### src/design/srt_pkg.sv
// Package for the sorted record table: item types, opcodes, status codes,
// key selectors, controller states and datapath commands. No dependencies.
package srt_pkg;

    localparam int CAPACITY_DEF    = 64;
    localparam int TITLE_CHARS_DEF = 32;
    localparam int NAME_CHARS_DEF  = 32;

    localparam logic [2:0] OP_CLEAR       = 3'd0;
    localparam logic [2:0] OP_STAGE_TITLE = 3'd1;
    localparam logic [2:0] OP_STAGE_NAME  = 3'd2;
    localparam logic [2:0] OP_STAGE_YEAR  = 3'd3;
    localparam logic [2:0] OP_INSERT      = 3'd4;
    localparam logic [2:0] OP_SEARCH      = 3'd5;

    localparam logic [1:0] ST_DONE      = 2'd0;
    localparam logic [1:0] ST_FULL      = 2'd1;
    localparam logic [1:0] ST_NOT_FOUND = 2'd2;

    localparam logic [1:0] KEY_TITLE = 2'd0;
    localparam logic [1:0] KEY_NAME  = 2'd1;
    localparam logic [1:0] KEY_YEAR  = 2'd2;

    typedef struct packed {
        logic [2:0]  opcode;
        logic [4:0]  char_position;
        logic [7:0]  char_value;
        logic [15:0] year_value;
    } t_in_item;

    typedef struct packed {
        logic [1:0] status;
        logic [5:0] found_index;
        logic [6:0] entry_total;
    } t_out_item;

    typedef enum logic [3:0] {
        S_IDLE,
        S_DECODE,
        S_SCAN_CHK,
        S_SCH_CHK,
        S_CMP_RD,
        S_CMP_EV,
        S_MOVE_CHK,
        S_MOVE_RD,
        S_MOVE_WR,
        S_STORE,
        S_FINISH
    } t_state;

    typedef enum logic [4:0] {
        C_NONE,
        C_CAPTURE,
        C_SIMPLE,
        C_SCAN_INIT,
        C_SCAN_NEXT,
        C_SCH_INIT,
        C_SCH_MID,
        C_SCH_LEFT,
        C_SCH_RIGHT,
        C_CMP_READ,
        C_CHAR_NEXT,
        C_MOVE_INIT,
        C_MOVE_READ,
        C_MOVE_WRITE,
        C_STORE_WRITE,
        C_SET_FULL,
        C_SET_MISS,
        C_SET_HIT
    } t_cmd;

    typedef struct packed {
        logic [2:0] opcode;
        logic       full;
        logic       scan_end;
        logic       range_empty;
        logic       cmp_done;
        logic       cmp_lt;
        logic       cmp_eq;
        logic       move_done;
        logic       char_last;
    } t_dp_stat;

endpackage

### src/design/srt_ctrl.sv
// Controller state machine for the sorted record table.
// Depends on srt_pkg; drives datapath commands from datapath status.
module srt_ctrl (
    input  logic              i_clk,
    input  logic              i_rst_n,
    input  logic              i_in_valid,
    input  logic              i_out_free,
    input  srt_pkg::t_dp_stat i_stat,
    output logic              o_in_ready,
    output logic              o_out_load,
    output srt_pkg::t_cmd     o_cmd
);

    srt_pkg::t_state r_state;
    srt_pkg::t_state n_state;
    logic            is_search;

    assign is_search = (i_stat.opcode == srt_pkg::OP_SEARCH);

    always_ff @(posedge i_clk) begin
        if (!i_rst_n) begin
            r_state <= srt_pkg::S_IDLE;
        end else begin
            r_state <= n_state;
        end
    end

    // next state
    always_comb begin
        n_state = r_state;
        unique case (r_state)
            srt_pkg::S_IDLE: begin
                if (i_in_valid) n_state = srt_pkg::S_DECODE;
            end
            srt_pkg::S_DECODE: begin
                if (i_stat.opcode == srt_pkg::OP_INSERT) begin
                    n_state = i_stat.full ? srt_pkg::S_FINISH : srt_pkg::S_SCAN_CHK;
                end else if (is_search) begin
                    n_state = srt_pkg::S_SCH_CHK;
                end else begin
                    n_state = srt_pkg::S_FINISH;
                end
            end
            srt_pkg::S_SCAN_CHK: begin
                n_state = i_stat.scan_end ? srt_pkg::S_MOVE_CHK : srt_pkg::S_CMP_EV;
            end
            srt_pkg::S_SCH_CHK: begin
                n_state = i_stat.range_empty ? srt_pkg::S_FINISH : srt_pkg::S_CMP_RD;
            end
            srt_pkg::S_CMP_RD: n_state = srt_pkg::S_CMP_EV;
            srt_pkg::S_CMP_EV: begin
                if (!i_stat.cmp_done) begin
                    n_state = srt_pkg::S_CMP_RD;
                end else if (is_search) begin
                    n_state = i_stat.cmp_eq ? srt_pkg::S_FINISH : srt_pkg::S_SCH_CHK;
                end else begin
                    n_state = (i_stat.cmp_lt || i_stat.cmp_eq) ? srt_pkg::S_SCAN_CHK
                                                               : srt_pkg::S_MOVE_CHK;
                end
            end
            srt_pkg::S_MOVE_CHK: begin
                n_state = i_stat.move_done ? srt_pkg::S_STORE : srt_pkg::S_MOVE_RD;
            end
            srt_pkg::S_MOVE_RD: n_state = srt_pkg::S_MOVE_WR;
            srt_pkg::S_MOVE_WR: begin
                n_state = i_stat.char_last ? srt_pkg::S_MOVE_CHK : srt_pkg::S_MOVE_RD;
            end
            srt_pkg::S_STORE: begin
                if (i_stat.char_last) n_state = srt_pkg::S_FINISH;
            end
            srt_pkg::S_FINISH: begin
                if (i_out_free) n_state = srt_pkg::S_IDLE;
            end
            default: n_state = srt_pkg::S_IDLE;
        endcase
    end

    // outputs
    always_comb begin
        o_in_ready = 1'b0;
        o_out_load = 1'b0;
        o_cmd      = srt_pkg::C_NONE;
        unique case (r_state)
            srt_pkg::S_IDLE: begin
                o_in_ready = 1'b1;
                if (i_in_valid) o_cmd = srt_pkg::C_CAPTURE;
            end
            srt_pkg::S_DECODE: begin
                if (i_stat.opcode == srt_pkg::OP_INSERT) begin
                    o_cmd = i_stat.full ? srt_pkg::C_SET_FULL : srt_pkg::C_SCAN_INIT;
                end else if (is_search) begin
                    o_cmd = srt_pkg::C_SCH_INIT;
                end else begin
                    o_cmd = srt_pkg::C_SIMPLE;
                end
            end
            srt_pkg::S_SCAN_CHK: begin
                o_cmd = i_stat.scan_end ? srt_pkg::C_MOVE_INIT : srt_pkg::C_CMP_READ;
            end
            srt_pkg::S_SCH_CHK: begin
                o_cmd = i_stat.range_empty ? srt_pkg::C_SET_MISS : srt_pkg::C_SCH_MID;
            end
            srt_pkg::S_CMP_RD: o_cmd = srt_pkg::C_CMP_READ;
            srt_pkg::S_CMP_EV: begin
                if (!i_stat.cmp_done) begin
                    o_cmd = srt_pkg::C_CHAR_NEXT;
                end else if (is_search) begin
                    if (i_stat.cmp_eq)      o_cmd = srt_pkg::C_SET_HIT;
                    else if (i_stat.cmp_lt) o_cmd = srt_pkg::C_SCH_LEFT;
                    else                    o_cmd = srt_pkg::C_SCH_RIGHT;
                end else begin
                    o_cmd = (i_stat.cmp_lt || i_stat.cmp_eq) ? srt_pkg::C_SCAN_NEXT
                                                             : srt_pkg::C_MOVE_INIT;
                end
            end
            srt_pkg::S_MOVE_CHK: o_cmd = srt_pkg::C_NONE;
            srt_pkg::S_MOVE_RD:  o_cmd = srt_pkg::C_MOVE_READ;
            srt_pkg::S_MOVE_WR:  o_cmd = srt_pkg::C_MOVE_WRITE;
            srt_pkg::S_STORE:    o_cmd = srt_pkg::C_STORE_WRITE;
            srt_pkg::S_FINISH:   o_out_load = i_out_free;
            default:             o_cmd = srt_pkg::C_NONE;
        endcase
    end

endmodule

### config.mk
export PLATFORM = sky130hd
export DESIGN_NAME = srt_ctrl
export DESIGN_NICKNAME = d
export VERILOG_FILES = /design/src/design/srt_pkg.sv /design/src/design/srt_ctrl.sv
export SDC_FILE = /design/constraint.sdc
export NUM_CORES = 1
export LEC_CHECK = 0
export BUFFER_PORTS_ARGS = -buffer_cell sky130_fd_sc_hd__buf_2
export CAP_MARGIN = 20
export CORE_MARGIN = 3
export CORE_UTILIZATION = 54
export DETAILED_ROUTE_END_ITERATION = 12
export PLACE_DENSITY = 0.83
export SLEW_MARGIN = 15
export SYNTH_ARGS = -nofsm -noshare
export SYNTH_HDL_FRONTEND = slang
export SYNTH_SLANG_ARGS = --single-unit
### constraint.sdc
create_clock -name i_clk -period 2.1 [get_ports i_clk]
set_input_delay 0 -clock i_clk [delete_from_list [all_inputs] [get_ports i_clk]]
set_output_delay 0 -clock i_clk [all_outputs]
set_load 0.005 [all_outputs]
# Word-level counts from Yosys, hierarchy flattened
# Index checks and enable logic that the tools add are counted.
[word_totals] ff_bits=4 inputBits=15
[classes] eq_ne=15 mux=29 reduce_logical=3
[ops] cell="two-way mux 4 bit" n=15
[ops] cell="case mux 5 bit (9 select lines)" n=1
[ops] cell="case mux 4 bit (11 select lines)" n=1
[ops] cell="two-way mux 5 bit" n=4
[ops] cell="== test 4 x 3 -> 1 bit (second input constant)" n=4
[ops] cell="== test 4 bit (second input constant)" n=3
[ops] cell="== test 4 x 2 -> 1 bit (second input constant)" n=2
[ops] cell="== test 3 bit (second input constant)" n=2
[ops] cell="two-way mux 3 bit" n=2
[ops] cell="!= test 2 bit (second input constant)" n=3
[ops] cell="== test 4 x 1 -> 1 bit (second input constant)" n=1
[ops] cell="zero test 4 bit" n=1
[ops] cell="two-way mux 1 bit" n=4
[ops] cell="two-way mux 2 bit" n=2
[ops] cell="AND reduction 3 bit" n=1
[ops] cell="logical OR 1 bit" n=1

# Depth between registers and ports, before layout
[depth] depth_word=5 depth_mapped=6 mapped_depth_nobuf=4

# Least setup slack after synthesis
# No wires, ideal clock.
[synth_path] path_type="register to register" startpoint="register r_state[0]" endpoint="register r_state[0]" setup_time_ns=0.125 arrival_ns=1.073 setup_slack_ns=0.902 path_stages_with_launch=6 n_path_buf=1 period_less_slack_ns=1.198 path_cell_list="dfxtp_1 buf_6 nor4_2 o32ai_2 a32oi_1 o31ai_1"
[synth_via] elab_chain_cells=3 word_cells_on_any_way=16 cone_classes="13 x eq/ne; 1 x mux; 2 x reduce/logical"
[synth_rtl] element="from (decl)" line="srt_ctrl.sv:14" rtl="srt_pkg::t_state r_state;"
[synth_rtl] element="from (signal assigned)" line="srt_ctrl.sv:22" rtl="r_state <= srt_pkg::S_IDLE;"
[synth_rtl] element="from (signal assigned)" line="srt_ctrl.sv:24" rtl="r_state <= n_state;"
[synth_rtl] element="== test 4 bit or zero test 4 bit (tied branches)" line="srt_ctrl.sv:31" rtl="unique case (r_state)"
[synth_rtl] element="!= test 2 bit (no line)"
[synth_rtl] element="AND reduction 3 bit (no line)"
# Parallel ways exist; a longest one is shown, timed or not.
# A chain may end at the register's enable or synchronous reset.

# Final worst setup path
[layout_path] startpoint="register r_state[1]" endpoint="output port o_cmd[1]"
[layout_via] elab_chain_cells=2 word_cells_on_any_way=10 cone_classes="8 x eq/ne; 1 x mux; 1 x reduce/logical"
[layout_rtl] element="== test 4 bit, or another cell as far along" line="srt_ctrl.sv:83" rtl="unique case (r_state)"
[layout_rtl] element="case mux 5 bit (9 select lines) *" line="srt_ctrl.sv:83"
[layout_rtl] element="to (decl)" line="srt_ctrl.sv:11" rtl="output srt_pkg::t_cmd o_cmd"
# Mark *: on every way between the ends. The rest lies on a longest branch, timed or not.

==> results.md <==
- Resized Gates After CTS: 0
- Max Cap Viol: 0
- Synthesis Warnings: 0
- Pwr Density: 1180 nW/µm²
- Synth Instances: 95
- Routability cong.: 0.918
- Area of the die: 1830 µm²
- Max FO, Critical Path: 22
- Initial Util: 0.614
- Cells along the critical path: nor4bb_2 -> a22oi_1 -> o211ai_1 -> buf_2
- Die X: 42.7 µm
- Outcome: finished, final reports clean
- Syn Nets: 110
- Via-to-Cell Ratio: 6.85
- Post-synth EDFFs: 0
- Num CTS Buffers: 3
- Core ar.: 1190 µm²
- Leak: 0.338 nW
- Flip-flop and latch count after synthesis: 4
- Layout fillers: 102
- Final Setup Violations: 0
- Count of cell types in the netlist: 45
- First-pass GRT wire length: 3530 µm
- # hold bufs at CTS: 0
- Post-synth top area share: 0.110
- Slowest stage cell, crit path: dfxtp_1
- Prevailing post-synth register cell: dfxtp_1
- RSZ-0062 raised after global routing: false
- Layout Nets: 129
- First-pass DRT Iterations: 5
- Final Max Slew Viols: 0
- Vias: 863
- Largest net degree at the start of global routing: 23
- Syn_area_per_cell: 7.67 µm²
- Post-CTS Repair Setup Buffers: 0
- Asr flop ratio synth: 0
- Flip-flop and latch area: 80.1 µm²
- Least-Margin Pin Slew: 0.740 ns
- Num Clock Sinks: 4
- Largest regs: r_state: 4 flops
- Top cells by area, synth: dfxtp_1 (11%), buf_6 (9.3%), nand2b_1 (4.3%)
- Vias in the first global route: 781
- Dpl cells: 123
- Synth Area in XOR/XNOR: 0.0120
- Final Cycle Share: 0.910
- Critical Path Max Stage Delay: 0.78 ns
- Critical Path AT: 1.91 ns
- Library cell with the largest summed area after synthesis: dfxtp_1
- Mux cell area share after synthesis: 0
- Total grt overflow: 0
- Post-synthesis simple-gate area fraction: 0.380
- Slew HR: 0.506
- Post-Synthesis Cell Area: 728 µm²
- Biggest register: r_state
- Final hold violation count: 0
- Adder-cell area share of the yosys netlist: 0
- Number of flip-flops under the largest register name: 4
- Minimum clock period: 1.91 ns
- Antenna diodes: 0
- Fmax: 523 MHz
- Synth Area in Compound Gates: 0.364
- Final Routed Wirelength: 2040 µm
- # port buffers: 21
- I/O Pins: 22
- Worst-Skew Late Latency: 0.24 ns
- Setup CP Type: reg -> out
- H-tree Lvls: 1
- Area of the multi-input gates: 551 µm²
- CP startpoint kind: flip-flop
- Min-delay worst type: in -> reg
- Setup TNS: 0 ns
- Cell Count, Final, Fillers Out: 126
- Clock Tree Buf Depth: 2
- Die Ht: 42.7 µm
- Clock skew: 0.00486 ns
- ANT nets after route: 0
- Seq/Total Area, Yosys: 0.110
- Share of cells above drive strength 1: 0.304
- Synth-to-Final Area Change: 9.62%
- Row cnt: 12
- TritonCTS clock tree: built
- # DRC: 0
- Worst Path Required: 2.10 ns
- Largest family of logic cells by synthesized area: simple AND/OR/NAND/NOR gates
- Routed length per placed instance: 16.2 µm
- Worst-path clk slew: 0.04 ns
- DR iter-0 viols: 54
- Crit end category: output port
- Hpwl dp: 1520 µm
- GRT Total Usage: 0.249
- Worst VDD drop: 0.00101 V
- Clock Root Buffer: clkbuf_4
- Antenna violations before repair: 0
[synth_stat cells, types with 2 or more instances]
master / count
inv_2: 2
o31ai_1: 2
o21ai_0: 3
nor2_1: 7
nand4bb_1: 2
o21ai_1: 4
a22oi_1: 2
a32oi_1: 2
nor2b_1: 3
o22ai_1: 2
buf_6: 6
a21oi_1: 6
or2_2: 2
nand2b_1: 5
nand3_1: 5
a311oi_1: 2
inv_1: 4
dfxtp_1: 4
o21bai_1: 2
nor3_1: 4
o211ai_1: 2
[power breakdown]
part           switching (mW)  leakage, nW  internal, mW
logic                   0.288        0.291         0.300
clock network          0.0310       0.0138        0.0639
registers               0.151       0.0330         0.107
total                   0.470        0.338         0.470
[cell type report]
cell class	count	share of cell area
Multi-Input combinational cell	78	0.690
Sequential cell	4	0.100
Tap cell	14	0.0219
Clock buffer	3	0.0282
Inverter	6	0.0282
Timing Repair Buffer	21	0.132
[stage by stage]
stage          hold WS (ns)  total power [mW]  setup slack (ns)  utilization  area (µm²)
6_report             0.0824             0.940             0.189        0.673         798
2_1_floorplan        0.0981             0.732             0.902            -         728
3_3_place_gp          0.306             0.822             0.479        0.654         776
5_1_grt               0.110              1.03            0.0649        0.673         798
4_1_cts              0.0722             0.938             0.201        0.673         798
3_5_place_dp          0.313             0.835             0.466        0.654         776
[worst max-delay path, delay by kind of cell (launching register included)]
kind	cells	cell delay [ns]
AND/OR/NAND/NOR	1	0.46
AO/OA/AOI/OAI	2	0.29
flip-flops	1	0.78
buffers and inverters	1	0.14
[logic make-up (layout without fill, tap and decap cells)]
family | count (synthesis) | count (layout)
simple gates | 40 | 40
xor+xnor | 1 | 1
flops | 4 | 4
compound gates | 37 | 37
buf+inv | 13 | 30
[final timing paths]
kind / slack, ns / cells past startpoint / startpoint / end
hold / removal: 0.08 / 3 / i_rst_n / r_state[1]$_SDFFE_PN0P_
setup / recovery: 0.19 / 4 / r_state[1]$_SDFFE_PN0P_ / o_cmd[1]
setup reg to reg: 0.43 / 4 / r_state[0]$_SDFFE_PN0P_ / r_state[1]$_SDFFE_PN0P_
hold reg to reg: 0.84 / 2 / r_state[0]$_SDFFE_PN0P_ / r_state[3]$_SDFFE_PN0P_
[routing by layer]
| metal | up-vias | GRT usage | wire length, µm |
|---|---|---|---|
| met5 | - | 0 | 0 |
| met4 | 0 | 0.0435 | 23 |
| met3 | 6 | 0.0678 | 250 |
| met2 | 58 | 0.398 | 935 |
| met1 | 392 | 0.335 | 830 |
| li1 | 407 | - | - |
[layout by cell type, fill, tap and decap left out, types with 2 or more instances in the layout]
cell / Yosys / layout
dfxtp_1: 4 / 4
nand4bb_1: 2 / 2
o21ai_0: 3 / 3
buf_2: 0 / 21
o21ai_1: 4 / 4
nor3_1: 4 / 4
o21bai_1: 2 / 2
nand3_1: 5 / 5
o211ai_1: 2 / 2
o31ai_1: 2 / 2
a22oi_1: 2 / 2
a21oi_1: 6 / 6
clkbuf_4: 0 / 3
a311oi_1: 2 / 2
a32oi_1: 2 / 2
nand2b_1: 5 / 5
inv_1: 4 / 4
or2_2: 2 / 2
o22ai_1: 2 / 2
nor2b_1: 3 / 3
inv_2: 2 / 2
nor2_1: 7 / 7
No activity file was read; power rests on OpenSTA's default activity.
